## config.mk

```make
export PLATFORM = sky130hd
export DESIGN_NAME = segment_ramp_rpm_generator
export DESIGN_NICKNAME = d
export VERILOG_FILES = /design/src/hdl/srg_pkg.sv /design/src/hdl/srg_ram.sv /design/src/hdl/srg_table.sv /design/src/hdl/srg_step.sv /design/src/hdl/segment_ramp_rpm_generator.sv
export SDC_FILE = /design/constraint.sdc
export NUM_CORES = 1
export LEC_CHECK = 0
export ABC_AREA = 1
export BUFFER_PORTS_ARGS = -buffer_cell sky130_fd_sc_hd__buf_2
export CAP_MARGIN = 10
export CORE_ASPECT_RATIO = 1.25
export CORE_UTILIZATION = 35
export DETAILED_ROUTE_END_ITERATION = 10
export HOLD_SLACK_MARGIN = 0.12
export PLACE_DENSITY_LB_ADDON = 0.05
export SYNTH_ARGS = -nofsm -noshare
export SYNTH_HDL_FRONTEND = slang
export SYNTH_HIERARCHICAL = 1
export SYNTH_SLANG_ARGS = --single-unit
```

## constraint.sdc

```tcl
create_clock -name clk -period 4.92 [get_ports clk]
set_clock_uncertainty 0.2 [all_clocks]
set_input_delay 0 -clock clk [delete_from_list [all_inputs] [get_ports clk]]
set_output_delay 0 -clock clk [all_outputs]
set_load 0.02 [all_outputs]
```

## src/hdl/srg_pkg.sv

```systemverilog
// Shared types and constants for the segment ramp rpm generator.
package srg_pkg;

  localparam int DEPTH_DEFAULT = 16;
  localparam logic [15:0] MAX_RPM_RESET = 16'd10000;

  // result status codes
  localparam logic ST_OK     = 1'b0;
  localparam logic ST_REJECT = 1'b1;

  typedef enum logic [2:0] {
    OP_CLEAR  = 3'd0,
    OP_APPEND = 3'd1,
    OP_START  = 3'd2,
    OP_TICK   = 3'd3,
    OP_READ   = 3'd4
  } opcode_t;

  typedef struct packed {
    logic [2:0]         opcode;
    logic signed [15:0] seg_increment_in;
    logic [15:0]        seg_ticks_in;
    logic [15:0]        current_rpm;
  } in_word_t;

  typedef struct packed {
    logic               status;
    logic [15:0]        new_rpm;
    logic signed [15:0] seg_increment_out;
    logic [15:0]        seg_ticks_out;
    logic               running;
  } out_word_t;

  typedef struct packed {
    logic signed [15:0] inc;
    logic [15:0]        ticks;
  } seg_entry_t;

  // table write request; address travels beside it
  typedef struct packed {
    logic       en_inc;
    logic       en_ticks;
    seg_entry_t entry;
  } tbl_wr_t;

endpackage

```

## src/hdl/srg_ram.sv

```systemverilog
// Generic RAM: one write port, two registered read ports.
module srg_ram #(
  parameter int WIDTH = 16,
  parameter int DEPTH = 16
) (
  input  logic                     clk,
  input  logic                     we,
  input  logic [$clog2(DEPTH)-1:0] waddr,
  input  logic [WIDTH-1:0]         wdata,
  input  logic [$clog2(DEPTH)-1:0] raddr0,
  input  logic [$clog2(DEPTH)-1:0] raddr1,
  output logic [WIDTH-1:0]         rdata0,
  output logic [WIDTH-1:0]         rdata1
);

  logic [WIDTH-1:0] mem [DEPTH];

  always_ff @(posedge clk) begin
    if (we) begin
      mem[waddr] <= wdata;
    end
    rdata0 <= mem[raddr0];
    rdata1 <= mem[raddr1];
  end

endmodule

```

## src/hdl/srg_table.sv

```systemverilog
// Segment table: increment and tick stores with write-to-read forwarding.
module srg_table #(
  parameter int DEPTH = 16
) (
  input  logic                     clk,
  input  logic                     rst,
  input  srg_pkg::tbl_wr_t         wr,
  input  logic [$clog2(DEPTH)-1:0] wr_addr,
  input  logic [$clog2(DEPTH)-1:0] rd_addr,
  output srg_pkg::seg_entry_t      cur,
  output srg_pkg::seg_entry_t      nxt
);
  import srg_pkg::*;

  localparam int AW = $clog2(DEPTH);

  logic [AW-1:0] rd_addr1;
  logic [15:0]   inc_q0, inc_q1, ticks_q0, ticks_q1;
  logic          hit_inc0, hit_inc1, hit_ticks0, hit_ticks1;
  seg_entry_t    byp;

  assign rd_addr1 = rd_addr + AW'(1);

  srg_ram #(.WIDTH(16), .DEPTH(DEPTH)) u_inc_ram (
    .clk    (clk),
    .we     (wr.en_inc),
    .waddr  (wr_addr),
    .wdata  (wr.entry.inc),
    .raddr0 (rd_addr),
    .raddr1 (rd_addr1),
    .rdata0 (inc_q0),
    .rdata1 (inc_q1)
  );

  srg_ram #(.WIDTH(16), .DEPTH(DEPTH)) u_ticks_ram (
    .clk    (clk),
    .we     (wr.en_ticks),
    .waddr  (wr_addr),
    .wdata  (wr.entry.ticks),
    .raddr0 (rd_addr),
    .raddr1 (rd_addr1),
    .rdata0 (ticks_q0),
    .rdata1 (ticks_q1)
  );

  // RAM reads old data on a same-cycle write; forward the new value
  always_ff @(posedge clk) begin
    if (rst) begin
      hit_inc0   <= 1'b0;
      hit_inc1   <= 1'b0;
      hit_ticks0 <= 1'b0;
      hit_ticks1 <= 1'b0;
    end else begin
      hit_inc0   <= wr.en_inc   && (wr_addr == rd_addr);
      hit_inc1   <= wr.en_inc   && (wr_addr == rd_addr1);
      hit_ticks0 <= wr.en_ticks && (wr_addr == rd_addr);
      hit_ticks1 <= wr.en_ticks && (wr_addr == rd_addr1);
    end
    byp <= wr.entry;
  end

  always_comb begin
    cur.inc   = hit_inc0   ? byp.inc   : signed'(inc_q0);
    cur.ticks = hit_ticks0 ? byp.ticks : ticks_q0;
    nxt.inc   = hit_inc1   ? byp.inc   : signed'(inc_q1);
    nxt.ticks = hit_ticks1 ? byp.ticks : ticks_q1;
  end

endmodule

```

## src/hdl/srg_step.sv

```systemverilog
// Per-word opcode logic: next state, table write and result word.
module srg_step #(
  parameter int DEPTH = 16
) (
  input  srg_pkg::in_word_t        word,
  input  logic [$clog2(DEPTH)-1:0] fill_count,
  input  logic [$clog2(DEPTH)-1:0] read_position,
  input  logic                     ramp_on,
  input  srg_pkg::seg_entry_t      cur,
  input  srg_pkg::seg_entry_t      nxt,
  input  logic [15:0]              max_rpm,
  output logic [$clog2(DEPTH)-1:0] fill_count_next,
  output logic [$clog2(DEPTH)-1:0] read_position_next,
  output logic                     ramp_on_next,
  output srg_pkg::tbl_wr_t         wr,
  output logic [$clog2(DEPTH)-1:0] wr_addr,
  output srg_pkg::out_word_t       result
);
  import srg_pkg::*;

  localparam int AW = $clog2(DEPTH);
  localparam logic [AW-1:0] LAST = AW'(DEPTH - 1);

  logic [AW:0]        rp_inc;
  logic               has_cur, has_nxt, adv;
  seg_entry_t         sel;
  logic signed [17:0] sum;
  logic [15:0]        clamped;

  assign rp_inc  = {1'b0, read_position} + (AW+1)'(1);
  assign has_cur = read_position < fill_count;
  assign has_nxt = rp_inc < {1'b0, fill_count};
  assign adv     = (cur.ticks == 16'd0);
  assign sel     = adv ? nxt : cur;
  assign sum     = $signed({2'b00, word.current_rpm})
                 + $signed({{2{sel.inc[15]}}, sel.inc});

  always_comb begin
    if (sum[17]) begin
      clamped = 16'd0;
    end else if (sum[16:0] > {1'b0, max_rpm}) begin
      clamped = max_rpm;
    end else begin
      clamped = sum[15:0];
    end
  end

  always_comb begin
    fill_count_next          = fill_count;
    read_position_next       = read_position;
    ramp_on_next             = ramp_on;
    wr                       = '0;
    wr_addr                  = fill_count;
    result.status            = ST_REJECT;
    result.new_rpm           = word.current_rpm;
    result.seg_increment_out = '0;
    result.seg_ticks_out     = '0;
    case (word.opcode)
      OP_CLEAR: begin
        fill_count_next    = '0;
        read_position_next = '0;
        ramp_on_next       = 1'b0;
        result.status      = ST_OK;
      end
      OP_APPEND: begin
        if (fill_count < LAST && !ramp_on) begin
          wr.en_inc         = 1'b1;
          wr.en_ticks       = 1'b1;
          wr.entry.inc      = word.seg_increment_in;
          wr.entry.ticks    = word.seg_ticks_in;
          fill_count_next   = fill_count + AW'(1);
          result.status     = ST_OK;
        end
      end
      OP_START: begin
        if (!ramp_on && has_cur) begin
          ramp_on_next      = 1'b1;
          result.status     = ST_OK;
        end else begin
          ramp_on_next      = 1'b0;
        end
      end
      OP_TICK: begin
        if (!has_cur || (adv && !has_nxt)) begin
          ramp_on_next = 1'b0;  // end of waveform
        end else begin
          read_position_next = adv ? rp_inc[AW-1:0] : read_position;
          wr_addr            = read_position_next;
          wr.en_ticks        = (sel.ticks != 16'd0);  // count never wraps
          wr.entry.ticks     = sel.ticks - 16'd1;
          result.new_rpm     = clamped;
          result.status      = ST_OK;
        end
      end
      OP_READ: begin
        if (has_cur) begin
          result.seg_increment_out = cur.inc;
          result.seg_ticks_out     = cur.ticks;
          read_position_next       = rp_inc[AW-1:0];
          result.status            = ST_OK;
        end
      end
      default: begin
      end
    endcase
    result.running = ramp_on_next;
  end

endmodule

```

## src/hdl/segment_ramp_rpm_generator.sv

```systemverilog
// Segment ramp rpm generator top level: word registers, state and table.
// A word passes through the input holding register, then its result into the result register.
// Throughput: one word per cycle while the output is not stalled; the table is read ahead through
// registered RAM ports at the read position and the entry after it.
// Reset (rst, synchronous): table empty, read position 0, generator off,
// max_rpm 10000. Table RAM contents are not cleared; the fill count guards them.
module segment_ramp_rpm_generator #(
  parameter int DEPTH = srg_pkg::DEPTH_DEFAULT
) (
  input  logic               clk,
  input  logic               rst,
  input  logic               in_valid,
  output logic               in_stall,
  input  srg_pkg::in_word_t  in_word,
  output logic               out_valid,
  input  logic               out_stall,
  output srg_pkg::out_word_t out_word,
  input  logic               cfg_valid,
  output logic               cfg_ready,
  input  logic [15:0]        cfg_data
);
  import srg_pkg::*;

  localparam int AW = $clog2(DEPTH);

  // input holding register
  logic      hold_valid;
  in_word_t  hold_word;
  // one word is processed when held and the result register can take it
  logic      fire;

  // generator state
  logic [AW-1:0] fill_count, read_position;
  logic          ramp_on;
  logic [15:0]   max_rpm;

  logic [AW-1:0] fill_count_next, read_position_next;
  logic          ramp_on_next;
  tbl_wr_t       step_wr, tbl_wr;
  logic [AW-1:0] wr_addr, rd_addr;
  seg_entry_t    cur, nxt;
  out_word_t     result;

  assign fire      = hold_valid && (!out_valid || !out_stall);
  assign in_stall  = hold_valid && !fire;
  assign cfg_ready = 1'b1;

  // table writes only for a word that is actually processed
  always_comb begin
    tbl_wr          = step_wr;
    tbl_wr.en_inc   = step_wr.en_inc && fire;
    tbl_wr.en_ticks = step_wr.en_ticks && fire;
  end

  // prefetch: read the entries at the position the next word will see
  assign rd_addr = fire ? read_position_next : read_position;

  srg_table #(.DEPTH(DEPTH)) u_table (
    .clk     (clk),
    .rst     (rst),
    .wr      (tbl_wr),
    .wr_addr (wr_addr),
    .rd_addr (rd_addr),
    .cur     (cur),
    .nxt     (nxt)
  );

  srg_step #(.DEPTH(DEPTH)) u_step (
    .word               (hold_word),
    .fill_count         (fill_count),
    .read_position      (read_position),
    .ramp_on            (ramp_on),
    .cur                (cur),
    .nxt                (nxt),
    .max_rpm            (max_rpm),
    .fill_count_next    (fill_count_next),
    .read_position_next (read_position_next),
    .ramp_on_next       (ramp_on_next),
    .wr                 (step_wr),
    .wr_addr            (wr_addr),
    .result             (result)
  );

  always_ff @(posedge clk) begin
    if (rst) begin
      hold_valid <= 1'b0;
    end else if (!in_stall) begin
      hold_valid <= in_valid;
    end
    if (!in_stall) begin
      hold_word <= in_word;
    end
  end

  always_ff @(posedge clk) begin
    if (rst) begin
      fill_count    <= '0;
      read_position <= '0;
      ramp_on       <= 1'b0;
    end else if (fire) begin
      fill_count    <= fill_count_next;
      read_position <= read_position_next;
      ramp_on       <= ramp_on_next;
    end
  end

  // max_rpm only changes while idle: the user must keep to this, the block does not enforce it
  always_ff @(posedge clk) begin
    if (rst) begin
      max_rpm <= MAX_RPM_RESET;
    end else if (cfg_valid && cfg_ready) begin
      max_rpm <= cfg_data;
    end
  end

  // result register
  always_ff @(posedge clk) begin
    if (rst) begin
      out_valid <= 1'b0;
    end else if (fire) begin
      out_valid <= 1'b1;
    end else if (!out_stall) begin
      out_valid <= 1'b0;
    end
    if (fire) begin
      out_word <= result;
    end
  end

`ifndef SYNTHESIS
  a_rp_le_fill: assert property (@(posedge clk) disable iff (rst)
    read_position <= fill_count)
    else $error("read position past fill count");

  a_fire_out: assert property (@(posedge clk) disable iff (rst)
    fire |=> out_valid)
    else $error("processed word produced no result");

  a_fill_hold: assert property (@(posedge clk) disable iff (rst)
    !fire |=> $stable(fill_count) && $stable(read_position))
    else $error("table state moved without a word");

  a_clear: assert property (@(posedge clk) disable iff (rst)
    fire && hold_word.opcode == OP_CLEAR |=>
      fill_count == '0 && read_position == '0 && !ramp_on)
    else $error("clear did not empty the table");
`endif

endmodule
```

==> Word-level counts from Yosys, hierarchy flattened <==
Memory sizes are Yosys's and may differ from the RTL's. A register that Yosys moved wholly into a read port is not among the register bits.
Cells that the tools add are included.
{ "classes": {"div_mod_pow": 0, "shifts": 0, "bitwise": 0, "n_mux": 38, "order_cmp": 4, "mul": 0, "eq_ne": 8, "addsub": 5, "n_reduce_logical": 25} }
{ "op_table": {"columns": ["cell", "n"], "rows": [
  ["$mux 16", 9],
  ["$mux 34", 1],
  ["$mux 32", 1],
  ["$pmux 16 s2", 1],
  ["$mux 4", 7],
  ["$add 17x16->18", 1],
  ["$gt 17x16->1", 1],
  ["$mux 17", 1],
  ["$logic_not 16->1", 1],
  ["$reduce_bool 16->1", 1],
  ["$sub 16x1->16 const B", 1],
  ["$mux 1", 13],
  ["$pmux 4 s3", 1],
  ["$logic_and 1x1->1", 11],
  ["$add 4x1->4 const B", 2],
  ["$eq 4x4->1", 2],
  ["$pmux 4 s2", 1],
  ["$eq 3x2->1 const B", 2],
  ["$logic_not 1->1", 6],
  ["$add 4x1->5 const B", 1],
  ["$lt 5x4->1", 1],
  ["$pmux 1 s5", 1],
  ["$lt 4x4->1", 1],
  ["$lt 4x4->1 const B", 1],
  ["10 further kinds", 12]
]} }
{ "totals": {"latch_bits": 0, "memories": 2, "mem_bits_ro": 0, "ramBits": 512, "inputBits": 72, "ff_bits": 164} }
{ "mem_list": {"columns": ["name", "depth", "word_bits", "read_ports", "rd_clocked_by_memory_dff", "wr", "line", "rtl"], "rows": [
  ["u_table.u_inc_ram.mem", 16, 16, 2, 2, 1, "srg_ram.sv:16", "logic [WIDTH-1:0] mem [DEPTH];"],
  ["u_table.u_ticks_ram.mem", 16, 16, 2, 2, 1, "srg_ram.sv:16", null]
]} }

==> Logic depth before layout (Yosys ltp) <==
Gate-level depths: netlist of run 1.
{ "depth": {"depth_word": 11, "mapped_depth": 36, "ltp_nobuf": 31} }

==> Hierarchy <==
The synthesis of run 1 kept the hierarchy.
{ "by_module_without_submodules": {"columns": ["mod", "cells_per_inst", "seq_area_each_um2", "n_inst", "area_per_inst_um2"], "rows": [
  ["srg_ram", 1673, 8328.0, 2, 14360.0],
  ["segment_ramp_rpm_generator", 247, 3573.4, 1, 4108.9],
  ["srg_step", 753, 0.0, 1, 3917.5],
  ["srg_table", 152, 720.7, 1, 1890.6]
]} }

==> Worst setup path before layout of run 1 <==
Ideal clock, no wire load.
{ "synth_timing": {"path_kind": "register to register", "from": "register u_table.hit_ticks0", "to": "register out_word[38] (netlist bit) (data pin)", "path_stages_with_launch": 33, "n_path_buf": 5, "t_required_ns": 4.466, "path_slack_ns": -0.142, "arrival_ns": 4.608, "path_cell_list": "dfxtp_1 > buf_6 > buf_6 > mux2_4 > inv_1 > nand4_4 > nor2_8 > nand2_4 > inv_2 > buf_2 > clkbuf_1 > o21ai_0 > ha_1 > fa_1 > nand3_1 > nand2_1 > nand2_1 > nand2_1 > xor2_1 > inv_1 > ha_1 > a21o_1 > nor2_1 > nand3_1 > nand2_1 > nand2_1 > nand2_1 > nand2_1 > nand2_1 > clkbuf_1 > nand3_1 > nand4_1 > nand2_1"} }
{ "synth_lines": {"columns": ["element", "line", "rtl"], "rows": [
  ["start, declared", "srg_table.sv:19", "logic hit_inc0, hit_inc1, hit_ticks0, hit_ticks1;"],
  ["start signal, assigned", "srg_table.sv:56", "hit_ticks0 <= wr.en_ticks && (wr_addr == rd_addr);"],
  ["end signal, assigned", "segment_ramp_rpm_generator.sv:126", "out_word <= result;"],
  ["end, declared", "segment_ramp_rpm_generator.sv:17", "output srg_pkg::out_word_t out_word,"]
]} }

==> impl_results.md, run 1 <==
* # clock sinks at 740
* Via Count at roughly 32000
* Mapped Cells at ~4500
* Outcome: finished, final reports clean
* FP Rows at roughly 140
* Worst-path fanout max at 13
* Congestion Overflow GR at 0
* Initial antenna violation count at 1
* Count of distinct cell types in the synthesized netlist at between 50 and 60
* Worst Tran Pin Value at ~1.2 ns
* CTS tree: done
* Register Area at 21000 µm²
* Slew Limit Fails at 0
* Clk slew on worst S/H paths at 0.06 ns
* Worst Setup End Kind: flop
* Synth top area share at roughly 48%
* Pre-antenna DRT Iters at 5
* DIE WIDTH at 299 µm
* Crit path kind: reg -> reg
* WL/cell at roughly 22 µm
* Max_slew headroom at 22.4%
* Max-cap violation count at 0
* VDD IR-drop max at 269 µV
* First DRT Iteration DRCs at about 2200
* Cell Area, Placed at about 41000 µm²
* Reg2reg setup slack at between 0.2 and 0.25 ns
* Final Critical Period at about 4.7 ns
* Vias in the first global route at 31400
* Fillers at 10900
* Top cells by count, synth: nand2_1, nand3_1, inv_1
* R2R depth at 26
* Unrepaired setup endpoints after global routing: no
* Worst endpoint required time at roughly 5.1 ns
* Hold endpoint: out_valid
* Gr usage total at 25.3%
* Critical R2R Launch: u_table/hit_ticks0
* Fmax at between 200 and 250 MHz
* Avg Cell Area, Syn at 8.59 µm²
* Clk_lat worst skew at just under 0.7 ns
* Post-synthesis sequential area ratio at a little over half
* Root Buffer: clkbuf_16
* Core area at ~110000 µm²
* Multi-input gate area at roughly 14000 µm²
* Die Footprint at roughly 110000 µm²
* Worst Hold Class: in -> reg
* Dpl hpwl at a little under 90000 µm
* Pleak at just over 20 nW
* Placer Congestion at 0.866
* Final Setup Violations at 0
* CTS Buffer Depth at 3
* RR Endpoint: out_word[48]
* Pin count of the biggest net entering global routing at 100
* H-tree lvl count at 3
* Synth warn at 6
* I/O pin cnt at 125
* DR DRC count at 0
* Inserted Clock Buffers at between 80 and 90
* First-pass GRT wire length at ~210000 µm
* Area contributors post-synth: edfxtp_1, nand2_1, nand3_1, dfxtp_1, inv_1
* Die Y at between 300 and 400 µm
* Routed Antenna Nets at 0
* Post-route setup TNS at 0 ns
* Nets at 4960
* Most frequent cell after synthesis: nand2_1
* Final Hold Viols at 0
* Cell area after layout at between 40000 and 50000 µm²
* PD cells at around 400 nW/µm²
* Initial Utilization at 35.5%
* Buffers on Ports at approximately 120
* Period utilization at a little over nine tenths
* Final WL at 143000 µm
* Top FF cell, synth: edfxtp_1
* Data arrival, critical path at around 4.9 ns
* Synthesized flop and latch total at 740
* Vias per cell at 5.01
* Hold depth at 4
* Synth area leader: edfxtp_1
* Synthesized Nets at 4615
* Layout cell share with drive strength beyond 1 at 13.7%
* CP Launch Type: flop
* Synth Cell Area at approximately 39000 µm²
* Layout area overhead at 20.0%
* Post-synth EDFFs at between 600 and 700
* HP Start: out_stall
* Synth async-reset ratio at 0%
==> worst max-delay path: stages (launching register included) <==
cell and delay (ns):
dfxtp_4 0.38, clkbuf_16 0.17, mux2_4 0.30, inv_1 0.12, nand4_4 0.14, nor2_8 0.15, nand2_4 0.08, clkinv_8 0.09
clkbuf_16 0.16, nand2_1 0.05, o21ai_0 0.09, ha_2 0.36, a21oi_2 0.19, o21ai_1 0.10, nand3b_1 0.22, xor2_2 0.24
inv_1 0.06, ha_1 0.27, inv_1 0.05, nor3_1 0.17, buf_4 0.14, nand4_1 0.13, nand2_4 0.18, buf_6 0.15
nand3_1 0.08, nand4_1 0.09, nand2_1 0.06
==> cell usage in the layout, fill, tap and decap left out, drive strengths merged, types with 5 or more instances in the layout <==
cell type and instances:
buf 322, xor2 13, dlygate4sd3 175, clkinvlp 5
clkinv 25, nand3 975, ha 44, o211ai 8
xnor2 6, a21oi 38, mux2 64, bufinv 5
nand3b 16, dfxtp 127, clkbuf 122, inv 701
nor3 7, edfxtp 613, o21ai 62, nand4 29
nand2 1367, nor2 171
==> stage by stage <==
stage          total power, mW  utilization, %  std cells  hold slack (ns)  setup WS, ns
6_report                  18.1            42.5       6350            0.244         0.220
5_1_grt                   18.9            42.5       6350            0.301       0.00376
4_1_cts                   18.1            42.1       6337            0.203        0.0337
3_5_place_dp              11.6            38.0       6007          -0.0219        0.0298
3_3_place_gp              11.6            38.0       6007          -0.0230        0.0723
2_1_floorplan             9.93               -       4498           -0.131        0.0228
==> power by group <==
group / internal (mW) / switching [mW] / total, mW
logic: 1.59 / 2.91 / 4.50
clock network: 3.65 / 2.69 / 6.34
registers: 7.03 / 0.208 / 7.24
total: 12.3 / 5.81 / 18.1
==> per-layer routing <==
layer	track usage, %	share of wire (%)
met1	30.3	40
met2	45.5	51
met3	2.45	4.2
met4	11.0	4.2
met5	0	0
==> what timing repair did <==
action                                 4_1_cts  5_1_grt
hold buffers                               175        0
pin swaps                                    0       30
setup endpoints to repair                    2       20
endpoints found under the hold margin       82        0
buffers inserted                             0        7
cloned                                       0        4
gates resized for setup                      1       75
==> kinds of logic (layout without fill, tap and decap cells) <==
| group | count (synthesis) | in the layout | share of synthesized area, % |
|---|---|---|---|
| buffers and inverters | 943 | 1355 | 10.9 |
| other | 1 | 2 | 0.00971 |
| DFF | 740 | 740 | 54.2 |
| xor gates and xnor gates | 19 | 19 | 0.450 |
| AOI/OAI and AO/OA | 117 | 117 | 1.76 |
| muxes | 64 | 64 | 2.25 |
| and+or+nand+nor | 2569 | 2570 | 29.0 |
| adders and majority gates | 45 | 45 | 1.48 |
==> registers in the layout, indices dropped and copies added (netlist names) <==
| register | cells |
|---|---|
| hold_valid | 1 |
| out_valid | 1 |
| u_table/u_ticks_ram/rdata0 | 16 |
| out_word | 50 |
| max_rpm | 16 |
| hold_word | 51 |
| u_table/hit_inc1 | 1 |
| u_table/u_inc_ram/rdata1 | 16 |
| read_position | 4 |
| u_table/byp | 32 |
| u_table/hit_ticks1 | 1 |
| u_table/hit_ticks0 | 1 |
| u_table/u_ticks_ram/rdata1 | 16 |
| u_table/hit_inc0 | 1 |
| u_table/u_inc_ram/rdata0 | 16 |
| fill_count | 4 |
| u_table/u_inc_ram/mem | 256 |
| u_table/u_ticks_ram/mem | 256 |
| ramp_on | 1 |
==> worst max path at each step <==
| stage | depth (start not counted) | endpoint | startpoint | slack [ns] |
|---|---|---|---|---|
| after detailed placement | 30 | out_word[42] | u_table/hit_ticks0 | 0.03 |
| after global routing | 27 | out_word[41] | u_table/hit_ticks0 | 0.004 |
| after floorplan | 32 | out_word[38] | u_table/hit_ticks0 | 0.02 |
| after global placement | 29 | out_word[44] | u_table/hit_ticks0 | 0.07 |
| final | 26 | out_word[48] | u_table/hit_ticks0 | 0.22 |
| after CTS | 31 | out_word[42] | u_table/hit_ticks0 | 0.03 |
==> area by class of cell <==
| type | count | share of cell area (%) |
|---|---|---|
| well taps | 1438 | 3.88 |
| flip-flops and latches | 740 | 45.2 |
| repair buffers | 500 | 9.30 |
| multi-input cells | 2816 | 29.9 |
| inverters | 700 | 5.77 |
| diodes | 1 | 0.00540 |
| clock buffers | 119 | 5.15 |
| clock inverters | 36 | 0.740 |
Power figures use the tool's default switching activity.
==> run 2: changes to the inputs <==
--- a/config.mk
+++ b/config.mk
@@ -8,7 +8,7 @@
 export ABC_AREA = 1
 export BUFFER_PORTS_ARGS = -buffer_cell sky130_fd_sc_hd__buf_2
 export CAP_MARGIN = 10
-export CORE_ASPECT_RATIO = 1.25
+export CORE_ASPECT_RATIO = 1.2
 export CORE_UTILIZATION = 35
 export DETAILED_ROUTE_END_ITERATION = 10
 export HOLD_SLACK_MARGIN = 0.12
==> constraint.sdc (replaced) <==
create_clock -name clk -period 5.8 [get_ports clk]
set_clock_uncertainty 0.2 [all_clocks]
set_input_delay 0 -clock clk [delete_from_list [all_inputs] [get_ports clk]]
set_output_delay 0 -clock clk [all_outputs]
set_load 0.02 [all_outputs]
==> impl_results.md, run 2 (same netlist as run 1, synthesis figures left out) <==
* Fmax at 191 MHz (-10%)
* I/O pin cnt at 125 (unchanged)
* Vias in the first global route at 31200 (-0.55%)
* Nets at 4875 (-1.7%)
* Unrepaired setup endpoints after global routing: no
* Worst-path fanout max at 28 (+15)
* Clk pwr share at 37.9% (+2.8 points)
* Pleak at 20.3 nW (-1.8%)
* DR DRC count at 0 (unchanged)
* Grt met1 use at 30.1% (-0.17 points)
* Met2 usage in global routing at 45.1% (-0.40 points)
* First DRT Iteration DRCs at 2589 (+19%)
* Clk slew on worst S/H paths at 0.06 ns (about the same)
* Post-CTS setup buffer count at 0 (unchanged)
* Inserted Clock Buffers at 87 (+2.4%)
* Data arrival, critical path at 5.49 ns (+0.58 ns)
* Slowest CP cell: mux2_2
* Worst Tran Pin Value at 1.15 ns (-0.00462 ns)
* Via Count at 31400 (-1.2%)
* GR peak layer: met2
* Most common cell after layout, fill and taps aside: nand2_1
* CTS tree: done
* Final WL at 141000 µm (-1.5%)
* Clk_lat worst skew at 0.69 ns (about the same)
* Layout area overhead at 18.0%
* FP Rows at 133 (-1.5%)
* Period utilization at 90.5% (-5.0 points)
* # clock sinks at 740 (unchanged)
* Post-route setup TNS at 0 ns (unchanged)
* DIE WIDTH at 305 µm (+2.0%)
* Pre-antenna DRT Iters at 8 (+3)
* Sw power at 4.82 mW (-17%)
* Vias per cell at 5.03 (+0.30%)
* Die Y at 366 µm (-2.0%)
* Cell-internal power at 10.6 mW (-14%)
* Congestion Overflow GR at 0 (unchanged)
* Layout cell share with drive strength beyond 1 at 11.5% (-2.2 points)
* CTS Buffer Depth at 3 (unchanged)
* Worst Setup End Kind: flop
* Final Hold Viols at 0 (unchanged)
* VDD IR-drop max at 211 µV (-22%)
* Met3 usage at 2.43% (-0.024 points)
* Crit path largest cell delay at 0.36 ns (-0.02 ns)
* Dpl hpwl at 87200 µm (-1.9%)
* Final Setup Violations at 0 (unchanged)
* Routed Antenna Nets at 0 (unchanged)
* Die Footprint at 112000 µm² (about the same)
* Initial Utilization at 35.3% (-0.18 points)
* CP Launch Type: flop
* Initial antenna violation count at 6 (+5)
* Most frequent CP cell: nand2_1
* Core area at 109000 µm² (+0.50%)
* Outcome: finished, final reports clean
* Worst Hold Class: in -> reg
* Sequential Power Share at 39.7% (-0.3 points)
* Logic pwr share at 22.4% (-2.5 points)
* Buffers on Ports at 123 (unchanged)
* Fillers at 10900 (+0.40%)
* Pin count of the biggest net entering global routing at 151 (+51%)
* Worst endpoint required time at 6.04 ns (+0.91 ns)
* Final Critical Period at 5.25 ns (+0.548 ns)
* Max-cap violation count at 0 (unchanged)
* WHS at 0.253 ns (+0.00906 ns)
* Placer Congestion at 0.852 (-1.6%)
* H-tree lvl count at 3 (unchanged)
* Crit path kind: reg -> reg
* Slew Limit Fails at 0 (unchanged)
* First-pass GRT wire length at 207000 µm (-0.61%)
* Largest registers: u_table/u_inc_ram/mem (256), u_table/u_ticks_ram/mem (256), hold_word (51)
* Root Buffer: clkbuf_16
* Max_slew headroom at 23.0% (+0.51 points)
* Sw frac at 31.2% (-0.88 points)
* PD cells at 339 nW/µm² (-13%)
* WL/cell at 22.5 µm (about the same)
* Gr usage total at 25.0% (-0.23 points)
* Most frequent cells in the layout: nand2_1, nand3_1, inv_1
[run 2: final timing paths]
path / startpoint / depth (start not counted) / to / slack [ns]
worst max-delay path: u_table/hit_ticks0 / 29 / out_word[46] / 0.55
worst min-delay path: out_stall / 4 / out_valid / 0.25
worst max register to register: u_table/hit_ticks0 / 29 / out_word[46] / 0.55
worst min register to register: fill_count[1] / 2 / fill_count[1] / 0.34
[run 2: layout make-up]
type                    instances  area (µm²)  share of cell area (%)
flip-flops and latches        740       21000                    46.0
multi-input cells            2815       13600                    29.9
repair buffers                414        3530                    7.74
inverters                     700        2660                    5.83
clock buffers                 126        2580                    5.66
well taps                    1417        1770                    3.89
clock inverters                32         438                   0.961
diodes                         10        25.0                  0.0549
[run 2: critical path: cells and delay by family, from the launching register on]
kind	cells	cell delay [ns]
compound gates	2	0.41
flops	1	0.35
fa+ha+maj	2	0.63
mux	1	0.36
buf+inv	6	1.07
simple gates	17	1.65
xor+xnor	1	0.31
[run 2: routing by layer]
layer	part of all wire [%]	vias to the layer above
met5	0	-
met4	3.9	0
met3	4.0	210
met2	52	888
met1	40	15200
li1	-	15100
[run 2: what timing repair did]
item / in CTS / in global routing
hold endpoints to repair: 82 / 0
gates resized for setup: 0 / 1
setup endpoints to repair: 0 / 8
hold buffers: 174 / 0
[run 2: stage by stage]
stage	setup slack (ns)	power, mW	area [µm²]	cells	utilization [%]
2_1_floorplan	0.738	8.43	38600	4498	-
3_3_place_gp	0.553	9.65	40800	5912	37.3
3_5_place_dp	0.512	9.63	40800	5912	37.3
4_1_cts	0.509	15.6	45600	6244	41.6
5_1_grt	0.0355	16.1	45600	6250	41.6
6_report	0.552	15.4	45600	6254	41.6
[run 2: power by group through the flow]
stage / clock network [mW] / logic [mW] / registers (mW)
finish: 5.84 / 3.46 / 6.13
global route: 6.16 / 3.80 / 6.14
CTS: 5.99 / 3.48 / 6.14
detailed placement: 0 / 3.38 / 6.25
global placement: 0 / 3.40 / 6.25
floorplan: 0 / 2.28 / 6.14
